==> src/rtl/core/tslb_pkg.sv <==
`timescale 1ns / 1ps

package tslb_pkg;

  localparam int LINE_CHARS_DEF    = 160;
  localparam int HISTORY_DEPTH_DEF = 64;
  localparam int QUEUE_DEPTH       = 4;
  localparam int TAB_WIDTH         = 4;

  localparam logic [7:0] CH_ESC    = 8'h1B;
  localparam logic [7:0] CH_DEL    = 8'd127;
  localparam logic [7:0] CH_BS     = 8'd8;
  localparam logic [7:0] CH_TAB    = 8'd9;
  localparam logic [7:0] CH_LF     = 8'd10;
  localparam logic [7:0] CH_CR     = 8'd13;
  localparam logic [7:0] CH_SPACE  = 8'd32;
  localparam logic [7:0] CH_LBRACK = 8'h5B;
  localparam logic [7:0] CH_SEMI   = 8'h3B;
  localparam logic [7:0] CH_QUEST  = 8'h3F;
  localparam logic [7:0] CH_ZERO   = 8'h30;
  localparam logic [7:0] CH_NINE   = 8'h39;
  localparam logic [7:0] CH_UP_A   = 8'h41;
  localparam logic [7:0] CH_UP_Z   = 8'h5A;
  localparam logic [7:0] CH_LO_A   = 8'h61;
  localparam logic [7:0] CH_LO_Z   = 8'h7A;
  localparam logic [7:0] CH_UP_J   = 8'h4A;
  localparam logic [7:0] CH_UP_K   = 8'h4B;
  localparam logic [7:0] CH_UP_H   = 8'h48;
  localparam logic [7:0] CH_LO_F   = 8'h66;

  typedef enum logic [1:0] {
    CMD_PLAIN,
    CMD_CLR_SCREEN,
    CMD_CLR_LINE_CR,
    CMD_CLR_LINE
  } cmd_op_e;

  typedef struct packed {
    cmd_op_e    op;
    logic [7:0] ch;
  } cmd_t;

  typedef enum logic [2:0] {
    EV_PUT          = 3'd0,
    EV_ERASE        = 3'd1,
    EV_CLEAR_LINE   = 3'd2,
    EV_COMMIT       = 3'd3,
    EV_CLEAR_SCREEN = 3'd4
  } ev_kind_e;

  typedef struct packed {
    ev_kind_e   kind;
    logic [7:0] position;
    logic [7:0] char_out;
    logic [7:0] line_length;
    logic       last;
  } event_t;

endpackage

==> src/rtl/core/terminal_stream_line_builder.sv <==
`timescale 1ns / 1ps

// Channel   Dir  tdata                                        tuser        tlast
// s_axis    in   [7:0] byte_in                                -            -
// m_axis    out  [7:0] position, [15:8] char_out,             event_kind   last_event
//                [23:16] line_length
//
// The parser takes one byte per cycle while the command queue has room.
// The executor gives one event per cycle from a registered output while m_axis accepts;
// a tab gives up to four puts, plus one line clear when a CR is pending.
// A byte's first event passes through the command queue and then the registered output before it is valid on m_axis.
// Reset clears parser, line and ring state at once; no clearing pass.
// m_axis stalls hold the executor; the queue lets input run on meanwhile.

module terminal_stream_line_builder #(
  parameter int LINE_CHARS    = tslb_pkg::LINE_CHARS_DEF,
  parameter int HISTORY_DEPTH = tslb_pkg::HISTORY_DEPTH_DEF
) (
  input  logic        clk_i,
  input  logic        rst_ni,
  input  logic        s_axis_tvalid_i,
  output logic        s_axis_tready_o,
  input  logic [7:0]  s_axis_tdata_i,   // [7:0] byte_in
  output logic        m_axis_tvalid_o,
  input  logic        m_axis_tready_i,
  output logic [23:0] m_axis_tdata_o,   // [7:0] position, [15:8] char_out, [23:16] line_length
  output logic [2:0]  m_axis_tuser_o,   // [2:0] event_kind
  output logic        m_axis_tlast_o    // last_event
);
  import tslb_pkg::*;

  logic   push, full, pop, head_valid;
  cmd_t   push_cmd, head_cmd;
  event_t ev;

  tslb_front u_front (
    .clk_i       (clk_i),
    .rst_ni      (rst_ni),
    .byte_valid_i(s_axis_tvalid_i),
    .byte_i      (s_axis_tdata_i),
    .byte_ready_o(s_axis_tready_o),
    .cmd_valid_o (push),
    .cmd_o       (push_cmd),
    .cmd_full_i  (full)
  );

  tslb_cmd_fifo u_fifo (
    .clk_i     (clk_i),
    .rst_ni    (rst_ni),
    .push_i    (push),
    .push_cmd_i(push_cmd),
    .full_o    (full),
    .pop_i     (pop),
    .valid_o   (head_valid),
    .head_o    (head_cmd)
  );

  tslb_back #(
    .LINE_CHARS   (LINE_CHARS),
    .HISTORY_DEPTH(HISTORY_DEPTH)
  ) u_back (
    .clk_i      (clk_i),
    .rst_ni     (rst_ni),
    .cmd_valid_i(head_valid),
    .cmd_i      (head_cmd),
    .cmd_pop_o  (pop),
    .ev_valid_o (m_axis_tvalid_o),
    .ev_o       (ev),
    .ev_ready_i (m_axis_tready_i)
  );

  assign m_axis_tdata_o = {ev.line_length, ev.char_out, ev.position};
  assign m_axis_tuser_o = ev.kind;
  assign m_axis_tlast_o = ev.last;

endmodule

==> src/rtl/core/tslb_front.sv <==
`timescale 1ns / 1ps

module tslb_front (
  input  logic          clk_i,
  input  logic          rst_ni,
  input  logic          byte_valid_i,
  input  logic [7:0]    byte_i,
  output logic          byte_ready_o,
  output logic          cmd_valid_o,
  output tslb_pkg::cmd_t cmd_o,
  input  logic          cmd_full_i
);
  import tslb_pkg::*;

  logic       in_escape_q, in_escape_d;
  logic       in_csi_q, in_csi_d;
  logic [7:0] csi_param_q, csi_param_d;
  logic       accept;
  logic       plain;
  logic       is_digit, is_letter;
  logic [11:0] param_next;

  assign byte_ready_o = !cmd_full_i;
  assign accept       = byte_valid_i && !cmd_full_i;

  assign is_digit  = (byte_i >= CH_ZERO) && (byte_i <= CH_NINE);
  assign is_letter = ((byte_i >= CH_UP_A) && (byte_i <= CH_UP_Z)) ||
                     ((byte_i >= CH_LO_A) && (byte_i <= CH_LO_Z));
  // param * 10 + digit
  assign param_next = {1'b0, csi_param_q, 3'b000} + {3'b000, csi_param_q, 1'b0} +
                      {8'h00, byte_i[3:0]};

  always_comb begin
    in_escape_d = in_escape_q;
    in_csi_d    = in_csi_q;
    csi_param_d = csi_param_q;
    cmd_valid_o = 1'b0;
    cmd_o.op    = CMD_PLAIN;
    cmd_o.ch    = byte_i;
    plain       = 1'b0;
    if (accept) begin
      if (in_escape_q && !in_csi_q) begin
        if (byte_i == CH_LBRACK) begin
          in_csi_d    = 1'b1;
          csi_param_d = '0;
        end else begin
          in_escape_d = 1'b0;
          csi_param_d = '0;
          plain       = 1'b1;
        end
      end else if (in_escape_q) begin
        if (is_digit) begin
          csi_param_d = (param_next > 12'd255) ? 8'd255 : param_next[7:0];
        end else if (byte_i == CH_SEMI || byte_i == CH_QUEST) begin
          csi_param_d = csi_param_q;
        end else begin
          in_escape_d = 1'b0;
          in_csi_d    = 1'b0;
          csi_param_d = '0;
          if (is_letter) begin
            if (byte_i == CH_UP_J) begin
              if (csi_param_q == 8'd0 || csi_param_q == 8'd2) begin
                cmd_valid_o = 1'b1;
                cmd_o.op    = CMD_CLR_SCREEN;
              end
            end else if (byte_i == CH_UP_H || byte_i == CH_LO_F) begin
              cmd_valid_o = 1'b1;
              cmd_o.op    = CMD_CLR_LINE_CR;
            end else if (byte_i == CH_UP_K) begin
              cmd_valid_o = 1'b1;
              cmd_o.op    = CMD_CLR_LINE;
            end
          end
        end
      end else begin
        plain = 1'b1;
      end
      if (plain) begin
        if (byte_i == CH_ESC) begin
          in_escape_d = 1'b1;
          in_csi_d    = 1'b0;
          csi_param_d = '0;
        end else begin
          cmd_valid_o = 1'b1;
          cmd_o.op    = CMD_PLAIN;
        end
      end
    end
  end

  always_ff @(posedge clk_i or negedge rst_ni) begin
    if (!rst_ni) begin
      in_escape_q <= 1'b0;
      in_csi_q    <= 1'b0;
      csi_param_q <= '0;
    end else begin
      in_escape_q <= in_escape_d;
      in_csi_q    <= in_csi_d;
      csi_param_q <= csi_param_d;
    end
  end

endmodule

==> src/rtl/core/tslb_cmd_fifo.sv <==
`timescale 1ns / 1ps

module tslb_cmd_fifo (
  input  logic           clk_i,
  input  logic           rst_ni,
  input  logic           push_i,
  input  tslb_pkg::cmd_t push_cmd_i,
  output logic           full_o,
  input  logic           pop_i,
  output logic           valid_o,
  output tslb_pkg::cmd_t head_o
);
  import tslb_pkg::*;

  localparam int PTR_W = $clog2(QUEUE_DEPTH);
  localparam int CNT_W = $clog2(QUEUE_DEPTH + 1);

  cmd_t             mem_q [QUEUE_DEPTH];
  logic [PTR_W-1:0] wr_ptr_q, rd_ptr_q;
  logic [CNT_W-1:0] count_q;
  logic             do_push, do_pop;

  assign full_o  = (count_q == CNT_W'(QUEUE_DEPTH));
  assign valid_o = (count_q != '0);
  assign head_o  = mem_q[rd_ptr_q];
  assign do_push = push_i && !full_o;
  assign do_pop  = pop_i && valid_o;

  always_ff @(posedge clk_i) begin
    if (do_push) begin
      mem_q[wr_ptr_q] <= push_cmd_i;
    end
  end

  always_ff @(posedge clk_i or negedge rst_ni) begin
    if (!rst_ni) begin
      wr_ptr_q <= '0;
      rd_ptr_q <= '0;
      count_q  <= '0;
    end else begin
      if (do_push) begin
        wr_ptr_q <= (wr_ptr_q == PTR_W'(QUEUE_DEPTH - 1)) ? '0 : wr_ptr_q + 1'b1;
      end
      if (do_pop) begin
        rd_ptr_q <= (rd_ptr_q == PTR_W'(QUEUE_DEPTH - 1)) ? '0 : rd_ptr_q + 1'b1;
      end
      if (do_push && !do_pop) begin
        count_q <= count_q + 1'b1;
      end else if (do_pop && !do_push) begin
        count_q <= count_q - 1'b1;
      end
    end
  end

endmodule

==> src/rtl/core/tslb_back.sv <==
`timescale 1ns / 1ps

module tslb_back #(
  parameter int LINE_CHARS    = tslb_pkg::LINE_CHARS_DEF,
  parameter int HISTORY_DEPTH = tslb_pkg::HISTORY_DEPTH_DEF
) (
  input  logic             clk_i,
  input  logic             rst_ni,
  input  logic             cmd_valid_i,
  input  tslb_pkg::cmd_t   cmd_i,
  output logic             cmd_pop_o,
  output logic             ev_valid_o,
  output tslb_pkg::event_t ev_o,
  input  logic             ev_ready_i
);
  import tslb_pkg::*;

  localparam int RING_W = (HISTORY_DEPTH > 1) ? $clog2(HISTORY_DEPTH) : 1;
  localparam int CNT_W  = $clog2(HISTORY_DEPTH + 1);
  localparam int SUM_W  = CNT_W + 1;

  logic              cr_pending_q, cr_pending_d;
  logic [7:0]        cur_len_q, cur_len_d;
  logic [RING_W-1:0] ring_head_q, ring_head_d;
  logic [CNT_W-1:0]  ring_count_q, ring_count_d;
  logic [1:0]        tab_cnt_q, tab_cnt_d;
  logic              out_valid_q;
  event_t            ev_q, ev_d;

  logic              out_free, emit;
  logic [7:0]        c;
  logic              is_tab, is_print, line_full, tab_end;
  logic [8:0]        len_p1, len_p2;
  logic [SUM_W-1:0]  slot_sum;
  logic [RING_W-1:0] slot;
  logic [RING_W:0]   head_p1;

  assign out_free = !out_valid_q || ev_ready_i;
  assign c        = cmd_i.ch;
  assign is_tab   = (c == CH_TAB);
  assign is_print = (c >= CH_SPACE) && (c != CH_DEL);
  assign len_p1   = {1'b0, cur_len_q} + 9'd1;
  assign len_p2   = {1'b0, cur_len_q} + 9'd2;
  assign line_full = (len_p1 >= 9'(LINE_CHARS));
  assign tab_end  = (tab_cnt_q == 2'(TAB_WIDTH - 1)) || (len_p2 >= 9'(LINE_CHARS));

  // next free slot, head + count folded once
  assign slot_sum = SUM_W'(ring_head_q) + SUM_W'(ring_count_q);
  assign slot     = (slot_sum >= SUM_W'(HISTORY_DEPTH)) ?
                    RING_W'(slot_sum - SUM_W'(HISTORY_DEPTH)) : RING_W'(slot_sum);
  assign head_p1  = {1'b0, ring_head_q} + 1'b1;

  always_comb begin
    cr_pending_d = cr_pending_q;
    cur_len_d    = cur_len_q;
    ring_head_d  = ring_head_q;
    ring_count_d = ring_count_q;
    tab_cnt_d    = tab_cnt_q;
    emit         = 1'b0;
    cmd_pop_o    = 1'b0;
    ev_d         = '0;
    ev_d.kind    = EV_PUT;
    if (cmd_valid_i && out_free) begin
      case (cmd_i.op)
        CMD_CLR_SCREEN: begin
          emit         = 1'b1;
          ev_d.kind    = EV_CLEAR_SCREEN;
          ev_d.last    = 1'b1;
          cur_len_d    = '0;
          cr_pending_d = 1'b0;
          ring_head_d  = '0;
          ring_count_d = '0;
          cmd_pop_o    = 1'b1;
        end
        CMD_CLR_LINE_CR, CMD_CLR_LINE: begin
          emit      = 1'b1;
          ev_d.kind = EV_CLEAR_LINE;
          ev_d.last = 1'b1;
          cur_len_d = '0;
          if (cmd_i.op == CMD_CLR_LINE_CR) begin
            cr_pending_d = 1'b0;
          end
          cmd_pop_o = 1'b1;
        end
        CMD_PLAIN: begin
          if (c == CH_CR) begin
            cr_pending_d = 1'b1;
            cmd_pop_o    = 1'b1;
          end else if (c == CH_LF) begin
            cmd_pop_o = 1'b1;
            if (cur_len_q != 8'd0) begin
              emit             = 1'b1;
              ev_d.kind        = EV_COMMIT;
              ev_d.line_length = cur_len_q;
              ev_d.last        = 1'b1;
              cur_len_d        = '0;
              cr_pending_d     = 1'b0;
              if (ring_count_q < CNT_W'(HISTORY_DEPTH)) begin
                ev_d.position = 8'(slot);
                ring_count_d  = ring_count_q + 1'b1;
              end else begin
                ev_d.position = 8'(ring_head_q);
                ring_head_d   = (head_p1 == (RING_W+1)'(HISTORY_DEPTH)) ?
                                '0 : head_p1[RING_W-1:0];
              end
            end
          end else if (cr_pending_q) begin
            // the byte itself stays at the queue head and is handled later if it still has work
            emit         = 1'b1;
            ev_d.kind    = EV_CLEAR_LINE;
            ev_d.last    = !(is_print || is_tab);
            cur_len_d    = '0;
            cr_pending_d = 1'b0;
            cmd_pop_o    = !(is_print || is_tab);
          end else if (c == CH_BS || c == CH_DEL) begin
            cmd_pop_o = 1'b1;
            if (cur_len_q != 8'd0) begin
              emit             = 1'b1;
              ev_d.kind        = EV_ERASE;
              ev_d.line_length = cur_len_q - 8'd1;
              ev_d.last        = 1'b1;
              cur_len_d        = cur_len_q - 8'd1;
            end
          end else if ((c < CH_SPACE && !is_tab) || line_full) begin
            cmd_pop_o = 1'b1;
          end else begin
            emit             = 1'b1;
            ev_d.kind        = EV_PUT;
            ev_d.position    = cur_len_q;
            ev_d.char_out    = is_tab ? CH_SPACE : c;
            ev_d.line_length = len_p1[7:0];
            cur_len_d        = len_p1[7:0];
            if (is_tab) begin
              ev_d.last = tab_end;
              cmd_pop_o = tab_end;
              tab_cnt_d = tab_end ? 2'd0 : tab_cnt_q + 2'd1;
            end else begin
              ev_d.last = 1'b1;
              cmd_pop_o = 1'b1;
            end
          end
        end
        default: begin
          cmd_pop_o = 1'b1;
        end
      endcase
    end
  end

  always_ff @(posedge clk_i or negedge rst_ni) begin
    if (!rst_ni) begin
      cr_pending_q <= 1'b0;
      cur_len_q    <= '0;
      ring_head_q  <= '0;
      ring_count_q <= '0;
      tab_cnt_q    <= '0;
      out_valid_q  <= 1'b0;
    end else begin
      cr_pending_q <= cr_pending_d;
      cur_len_q    <= cur_len_d;
      ring_head_q  <= ring_head_d;
      ring_count_q <= ring_count_d;
      tab_cnt_q    <= tab_cnt_d;
      if (out_free) begin
        out_valid_q <= emit;
      end
    end
  end

  always_ff @(posedge clk_i) begin
    if (out_free && emit) begin
      ev_q <= ev_d;
    end
  end

  assign ev_valid_o = out_valid_q;
  assign ev_o       = ev_q;

endmodule

==> config.mk <==
export PLATFORM = sky130hd
export DESIGN_NAME = terminal_stream_line_builder
export DESIGN_NICKNAME = d
export VERILOG_FILES = /design/src/rtl/core/tslb_pkg.sv /design/src/rtl/core/terminal_stream_line_builder.sv /design/src/rtl/core/tslb_front.sv /design/src/rtl/core/tslb_cmd_fifo.sv /design/src/rtl/core/tslb_back.sv
export SDC_FILE = /design/constraint.sdc
export NUM_CORES = 1
export LEC_CHECK = 0
export BUFFER_PORTS_ARGS = -buffer_cell sky130_fd_sc_hd__buf_2
export CORE_MARGIN = 2
export CORE_UTILIZATION = 40
export DETAILED_ROUTE_END_ITERATION = 10
export PLACE_DENSITY = 0.61
export SYNTH_ARGS = -nofsm -noshare
export SYNTH_HDL_FRONTEND = slang
export SYNTH_SLANG_ARGS = --single-unit
==> constraint.sdc <==
create_clock -name clk_i -period 9.1 [get_ports clk_i]
set_input_delay 1.365 -clock clk_i [delete_from_list [all_inputs] [get_ports clk_i]]
set_output_delay 1.365 -clock clk_i [all_outputs]
set_load 0.02 [all_outputs]
Word level (Yosys, flattened, before mapping)
Memory sizes are Yosys's and may differ from the RTL's.
Cells that the tools add are included.
{ "classes": {"mux": 122, "eq_ne": 33, "n_lt_le_gt_ge": 13, "reduce_logical": 44, "bitwise": 7, "n_addsub": 14} }
{ "ops": {"columns": ["operator", "n"], "rows": [
  ["28-bit 2-to-1 mux", 7],
  ["8-bit 2-to-1 mux", 16],
  ["1-bit 2-to-1 mux", 53],
  ["8-bit by 7-bit equality test with 1-bit output (second input constant)", 6],
  ["6-bit 2-to-1 mux", 7],
  ["9-bit 2-to-1 mux", 4],
  ["8-bit by 4-bit equality test with 1-bit output (second input constant)", 4],
  ["2-bit 2-to-1 mux", 14],
  ["7-bit 2-to-1 mux", 4],
  ["25-bit 2-to-1 mux", 1],
  ["8-bit by 7-bit >= comparator with 1-bit output (second input constant)", 3],
  ["24-bit 2-to-1 mux", 1],
  ["9-bit by 8-bit >= comparator with 1-bit output (second input constant)", 2],
  ["8-bit by 6-bit equality test with 1-bit output (second input constant)", 2],
  ["8-bit by 6-bit >= comparator with 1-bit output (second input constant)", 2],
  ["8-bit by 7-bit less-or-equal comparator with 1-bit output (second input constant)", 2],
  ["16-bit 2-to-1 mux", 1],
  ["8-bit one-hot mux with 2 select lines", 1],
  ["7-bit one-hot mux with 2 select lines", 1],
  ["1-bit logical AND", 13],
  ["11-bit by 9-bit adder with 12-bit output", 1],
  ["12-bit by 4-bit adder with 12-bit output", 1],
  ["12-bit by 8-bit > comparator with 1-bit output (second input constant)", 1],
  ["3-bit 2-to-1 mux", 4],
  ["47 further kinds", 82]
]} }
{ "totals": {"in_bits": 12, "memories": 1, "reg_bits": 70, "output_inout_bits": 30, "ram_bits": 40} }
{ "mem_list": {"columns": ["name", "words", "word_bits", "rd", "rd_ports_with_merged_regs", "write_ports", "line_no", "text"], "rows": [
  ["u_fifo.mem_q", 4, 10, 1, 0, 1, "tslb_cmd_fifo.sv:18", "cmd_t mem_q [QUEUE_DEPTH];"]
]} }

Logic depth before layout (Yosys ltp)
{ "logic_depth": {"word_depth": 17, "ltp_mapped": 14, "depth_no_buf": 14} }

By module
From an unflattened synthesis, not the netlist that was laid out.
{ "hier_totals": {"cells_unflattened": 596, "area_unflattened_um2": 6550.0} }
{ "modules_own_cells": {"columns": ["module", "instances", "cells_per_inst", "area_each_um2", "seq_area_each_um2"], "rows": [
  ["tslb_back", 1, 336, 3315.7, 1466.4],
  ["tslb_cmd_fifo", 1, 89, 1898.1, 1376.3],
  ["tslb_front", 1, 171, 1336.3, 250.2]
]} }

Least setup slack after synthesis
No wires, ideal clock.
{ "synth_path": {"kind": "in2reg", "startpoint": "input port s_axis_tdata_i[4]", "endpoint": "register u_fifo.count_q[2]", "setup_time_ns": 0.079, "path_buffers": 0, "cell_stages": 11, "path_slack_ns": 5.303, "arrival_time_ns": 3.718, "path_cell_list": "or3b_2 > nor4_1 > nor2b_1 > o21ai_0 > a21oi_1 > ha_1 > inv_1 > fa_1 > xor2_1 > nor2_1 > xor2_1"} }
{ "synth_via": {"elab_chain_cells": 16, "word_cells_on_any_way": 40, "cone_classes": "order compare (6); eq/ne (8); mux (15); reduce/logical (11)"} }
{ "synth_rtl": {"columns": ["item", "line_no", "text"], "rows": [
  ["from (decl)", "terminal_stream_line_builder.sv:23", "input logic [7:0] s_axis_tdata_i,"],
  ["branches (longest 10 deep; another with 8-bit by 7-bit >= comparator with 1-bit output)", null, null],
  ["1-bit 2-to-1 mux (*)", "tslb_front.sv:78", "if (plain) begin"],
  ["1-bit 2-to-1 mux (*)", "tslb_front.sv:41", "if (accept) begin"],
  ["1-bit logical AND (*)", "tslb_cmd_fifo.sv:26", "assign do_push = push_i && !full_o;"],
  ["net u_fifo.do_push", "tslb_cmd_fifo.sv:21", "logic do_push, do_pop;"],
  ["1-bit logical NOT", "tslb_cmd_fifo.sv:49", "end else if (do_pop && !do_push) begin"],
  ["1-bit logical AND", "tslb_cmd_fifo.sv:49", null],
  ["2-bit nonzero test (no source line)", null, null],
  ["to (signal assigned)", "tslb_cmd_fifo.sv:48", "count_q <= count_q + 1'b1;"],
  ["to (signal assigned)", "tslb_cmd_fifo.sv:50", "count_q <= count_q - 1'b1;"],
  ["to (decl)", "tslb_cmd_fifo.sv:20", "logic [CNT_W-1:0] count_q;"]
]} }
Mark *: on every way through the listed nets, which the timed path passes. The select of a mux whose other input is x is not followed.
A chain may end at the register's enable or synchronous reset.

Final worst setup path
{ "layout_path": {"startpoint": "register u_fifo.rd_ptr_q[0]", "endpoint": "register u_back.ev_q, in the netlist u_back.ev_o[3] (enable)"} }
{ "layout_via": {"elab_chain_cells": 13, "word_cells_on_any_way": 24, "cone_classes": "order compare (1); eq/ne (8); mux (7); reduce/logical (7); memory (1)"} }
{ "layout_rtl": {"columns": ["item", "line_no", "text"], "rows": [
  ["from (decl)", "tslb_cmd_fifo.sv:19", "logic [PTR_W-1:0] wr_ptr_q, rd_ptr_q;"],
  ["from (signal assigned)", "tslb_cmd_fifo.sv:45", "rd_ptr_q <= (rd_ptr_q == PTR_W'(QUEUE_DEPTH - 1)) ? '0 : rd_ptr_q + 1'b1;"],
  ["memory 4 x 10 bit (*)", null, null],
  ["branches (longest 9 deep; another with 8-bit by 6-bit less-than comparator with 1-bit output)", null, null],
  ["1-bit one-hot mux with 2 select lines (*)", "tslb_back.sv:64", "case (cmd_i.op)"],
  ["1-bit 2-to-1 mux (*)", "tslb_back.sv:63", "if (cmd_valid_i && out_free) begin"],
  ["1-bit logical AND (*)", "tslb_back.sv:171", "if (out_free && emit) begin"],
  ["to (signal assigned)", "tslb_back.sv:172", "ev_q <= ev_d;"],
  ["to (decl)", "tslb_back.sv:28", "event_t ev_q, ev_d;"]
]} }
Every way passes the cells marked *.

==> flow_results.org <==
** Clocking
- The number of gates resized after CTS was 0.
- In this run the number of H-tree levels came out at 3.
- Buffers added to address setup during post-CTS repair amount to 0.
- Num Clock Sinks :: between 100 and 150
- CTS tree :: yes
- The later pin in the worst-skew pair is clocked with a latency of ~0.36 ns.
- The tree is rooted in a sky130_fd_sc_hd__clkbuf_16.
- The number of hold buffers added after CTS was 0.
- In this run, CTS created clock tree buffers numbering 9.
- Maximum number of buffers from clock root to sink :: 2
- Clock-pin slew was measured on the worst setup and hold paths at 0.08 ns.

** Critical path
- Critical path data required time :: 9.01 ns
- The startpoint identified for the worst register-to-register timing path is u_fifo.rd_ptr_q[0]$_DFFE_PN0P_.
- STA classifies the critical path endpoint as a flip-flop.
- Worst path max stage delay :: ~0.75 ns
- Worst reg-to-reg setup slack :: roughly 4.9 ns
- The endpoint identified for the worst register-to-register timing path is u_back.ev_o[3]$_SDFFCE_PP0P_.
- Reg2Reg Depth :: 7
- Walking the worst path, the cells encountered are mux4_2 > nor3_1 > nand4_1 > nor2_1 > o31ai_1 > o21ai_2 > inv_1.
- The largest individual stage delay along the critical path comes from the cell sky130_fd_sc_hd__dfrtp_1.
- Largest driver fanout on the critical path :: 29
- Crit Path Class :: reg2reg
- Startpoint type of the worst setup path :: flip-flop
- For the worst setup path, the data arrival time is 4.14 ns.

** Outcome
- The flow ran to the end, and the final reports show no timing, DRC or antenna violations.

** Yosys
- Area fraction of the dominant cell type after synthesis :: 0.3351
- During synthesis, Yosys emitted a total of 0 warnings.
- After synthesis, the share of flip-flops with an asynchronous set or reset is 0.3818.
- Top cells by area, synth :: sky130_fd_sc_hd__edfxtp_1 (34%), sky130_fd_sc_hd__dfrtp_1 (17%), sky130_fd_sc_hd__ha_1 (7.0%)
- Avg Cell Area, Syn :: between 10 and 15 µm²
- Mapped Area :: a little over 6000 µm²
- Among all flip-flop cells after synthesis, the most frequent one is sky130_fd_sc_hd__edfxtp_1.
- Post-synth net total :: approximately 600
- Yosys mapped a number of flops with a built-in enable equal to 68.
- Counting every instance in the synthesized netlist gives between 500 and 600.
- Synthesis instantiated between 70 and 80 different standard cells from the library.
- Part of the Yosys area used for sequential elements :: 0.5076
- Number of synthesized register bits :: 110
- The biggest area contributor in the post-synthesis netlist is sky130_fd_sc_hd__edfxtp_1.

** Global route
- Across every metal layer, demand over resource in global routing totals 0.1629.
- Number of antenna violations at the first check in global routing :: 0
- Entering global routing, the biggest net connects 43 pins.
- For this run the aggregate overflow at the end of global routing stands at 0.
- The number of global-route vias before repair is about 4200.
- Global-route wire length before repair :: 21130 µm

** Pwr
- Of the total power, the share spent switching nets is 0.3854.
- Leakage dissipation :: approximately 2.8 nW
- Net switching power :: 0.6936 mW
- Of the total power, the clock network draws 0.219.
- The share of total power dissipated in combinational logic is 0.359.
- The worst-case IR drop observed on VDD is between 0.1 and 0.15 mV.
- Cell internal power dissipation :: around 1.1 mW
- For this design the ratio of total power to cell area is 266.1 nW/µm².
- Reg power frac :: 0.422

** Floorplanning
- Chip height :: between 100 and 150 µm
- between 40 and 50 I/O pins were placed.
- Effective utilization at floorplan :: 0.4053
- Num rows :: 45
- Die extent in x :: around 130 µm
- Placeable Area :: around 15000 µm²
- Die footprint :: 16240 µm²

** Detailed routing
- After detailed routing, the average wire length per cell comes to ~17 µm.
- Total via count after detailed routing :: 4311
- # DRC :: 0
- Count of routing violations after the opening detailed-route iteration :: between 300 and 400
- First-pass iteration count of the detailed router :: 5
- Using the TritonRoute via totals, the vias-per-cell ratio works out to 5.672.
- Antenna Nets Post-Route :: 0
- Total Wirelength :: around 13000 µm

** STA
- Clock Skew :: around 0.011 ns
- Max Transition Viols Final :: 0
- Hold Violations, Final :: 0
- Dividing the final minimum period by the clock period gives 0.4643.
- Peak Freq :: ~0.24 GHz
- Endpoints failing setup :: 0
- In this run the tightest slew margin relative to its limit is 0.2457.
- For the pin with the worst max-slew slack, the measured transition is about 1.1 ns.
- Post-route setup TNS :: 0 ns
- Setup repair after global routing left no endpoint under its margin.
- Final worst path period need :: 4.225 ns

** Cells and area
- After the last flow step, the layout net total stands at between 600 and 700.
- Number of inserted filler cells in the final layout :: 1390
- In the final layout, the multi-input gates occupy ~2900 µm².
- Fraction of final layout cells sized beyond drive strength 1 :: 0.1521
- Non-Filler Cell Area, Final :: 6763 µm²
- Antenna diodes :: 0
- In the final layout, flip-flops and latches occupy ~3100 µm².
- Area growth syn-to-layout :: 10.99%

** Hold path
- Kind of path behind the tightest hold check :: reg2reg
- Launch point of the worst hold path :: u_back.tab_cnt_q[1]$_DFFE_PN0P_
- Along the worst hold path, the cell count comes to 2.
- Sink of the worst hold path :: u_back.tab_cnt_q[1]$_DFFE_PN0P_

** Placement
- Once placement finished, the instance area stood at between 6000 and 7000 µm².
- Port buffering added slightly above 40 buffers.
- Placer's final routability congestion estimate :: 0.8799
- The wire-length estimate of the detail-placed layout is around 9300 µm.

** Run
- Max-cap violations :: 0
==> state kept, by name (all words and copies together), names as in the netlist, 3 cells and up <==
register             count
u_fifo.mem_q            40
u_back.ev_o             28
u_back.cur_len_q         8
u_front.csi_param_q      8
u_fifo.count_q           3
u_back.ring_count_q      7
u_back.ring_head_q       6
==> stage by stage <==
stage / cells / utilization / setup slack [ns] / hold slack, ns / total power, mW
floorplan: 534 / - / 5.303 / 0.4526 / 1.239
global placement: 744 / 0.4295 / 4.910 / 0.4659 / 1.405
detailed placement: 744 / 0.4295 / 4.754 / 0.5002 / 1.424
CTS: 760 / 0.4499 / 4.822 / 0.5167 / 1.819
global route: 760 / 0.4499 / 4.423 / 0.5312 / 1.913
finish: 760 / 0.4499 / 4.875 / 0.5096 / 1.800
==> layer usage <==
metal	up-vias	GRT usage	share of wire
met5	-	0	0
met4	0	0.06464	0.027
met3	24	0.03894	0.048
met2	131	0.2668	0.48
met1	2086	0.2096	0.44
li1	2070	-	-
==> power by group through the flow <==
stage          clock [mW]  sequential (mW)  combinational (mW)
6_report            0.394            0.759               0.647
5_1_grt             0.424            0.776               0.714
4_1_cts             0.405            0.762               0.652
3_5_place_dp            0            0.773               0.651
3_3_place_gp            0            0.769               0.636
2_1_floorplan           0            0.816               0.424
==> how the worst max path moves through the flow <==
stage	from	endpoint	slack, ns	cells past startpoint
after global routing	u_fifo.rd_ptr_q[0]$_DFFE_PN0P_	u_back.cur_len_q[1]$_DFFE_PN0P_	4.42	8
after detailed placement	s_axis_tdata_i[6]	u_fifo.count_q[2]$_DFFE_PN0P_	4.75	12
after floorplan	s_axis_tdata_i[4]	u_fifo.count_q[2]$_DFFE_PN0P_	5.30	11
final	u_fifo.rd_ptr_q[0]$_DFFE_PN0P_	u_back.ev_o[3]$_SDFFCE_PP0P_	4.87	7
after global placement	s_axis_tdata_i[6]	u_fifo.count_q[2]$_DFFE_PN0P_	4.91	12
after CTS	u_fifo.rd_ptr_q[0]$_DFFE_PN0P_	u_back.cur_len_q[1]$_DFFE_PN0P_	4.82	8
==> placed cells by master, fill, tap and decap left out, types with 8 or more instances in the layout <==
cell	netlist	layout
sky130_fd_sc_hd__a21oi_1	24	24
sky130_fd_sc_hd__and2_1	15	15
sky130_fd_sc_hd__and3_1	9	9
sky130_fd_sc_hd__buf_2	2	41
sky130_fd_sc_hd__clkbuf_16	0	9
sky130_fd_sc_hd__dfrtp_1	42	42
sky130_fd_sc_hd__edfxtp_1	68	68
sky130_fd_sc_hd__ha_1	34	34
sky130_fd_sc_hd__inv_1	17	17
sky130_fd_sc_hd__mux4_2	9	9
sky130_fd_sc_hd__nand2_1	39	39
sky130_fd_sc_hd__nand3_1	13	13
sky130_fd_sc_hd__nand4_1	14	14
sky130_fd_sc_hd__nor2_1	52	52
sky130_fd_sc_hd__nor3_1	15	15
sky130_fd_sc_hd__o21ai_0	23	23
sky130_fd_sc_hd__o2bb2ai_1	8	8
sky130_fd_sc_hd__xor2_1	15	15
==> cells by family (layout without fill, tap and decap cells) <==
group / count (synthesis) / in the layout / share of synthesized area
compound gates: 108 / 108 / 0.1209
xor+xnor: 22 / 22 / 0.03162
fa+ha+maj: 38 / 38 / 0.08296
buf+inv: 37 / 75 / 0.02443
flops: 110 / 110 / 0.5076
mux: 22 / 22 / 0.06037
simple gates: 197 / 197 / 0.1721
==> area by class of cell <==
class	instances	area share
Tap cell	188	0.03478
Inverter	17	0.009436
Sequential cell	110	0.4574
Clock buffer	9	0.03330
Clock inverter	7	0.01203
Timing Repair Buffer	42	0.03145
Multi-Input combinational cell	387	0.4216
==> critical path: cells and delay by family, from the launching register on <==
family | cells | cell delay, ns
AOI/OAI and AO/OA | 2 | 0.54
DFF | 1 | 0.75
muxes | 1 | 0.68
buffers and inverters | 1 | 0.63
and+or+nand+nor | 3 | 1.16
==> synth_stat cells (13+ instances only) <==
master,instances
sky130_fd_sc_hd__a21oi_1,24
sky130_fd_sc_hd__nor2_1,52
sky130_fd_sc_hd__o21ai_0,23
sky130_fd_sc_hd__xor2_1,15
sky130_fd_sc_hd__nand4_1,14
sky130_fd_sc_hd__inv_1,17
sky130_fd_sc_hd__nand2_1,39
sky130_fd_sc_hd__nor3_1,15
sky130_fd_sc_hd__nand3_1,13
sky130_fd_sc_hd__and2_1,15
sky130_fd_sc_hd__clkbuf_1,17
sky130_fd_sc_hd__dfrtp_1,42
sky130_fd_sc_hd__ha_1,34
sky130_fd_sc_hd__edfxtp_1,68
Note: power is estimated with default switching activity, not from simulation.
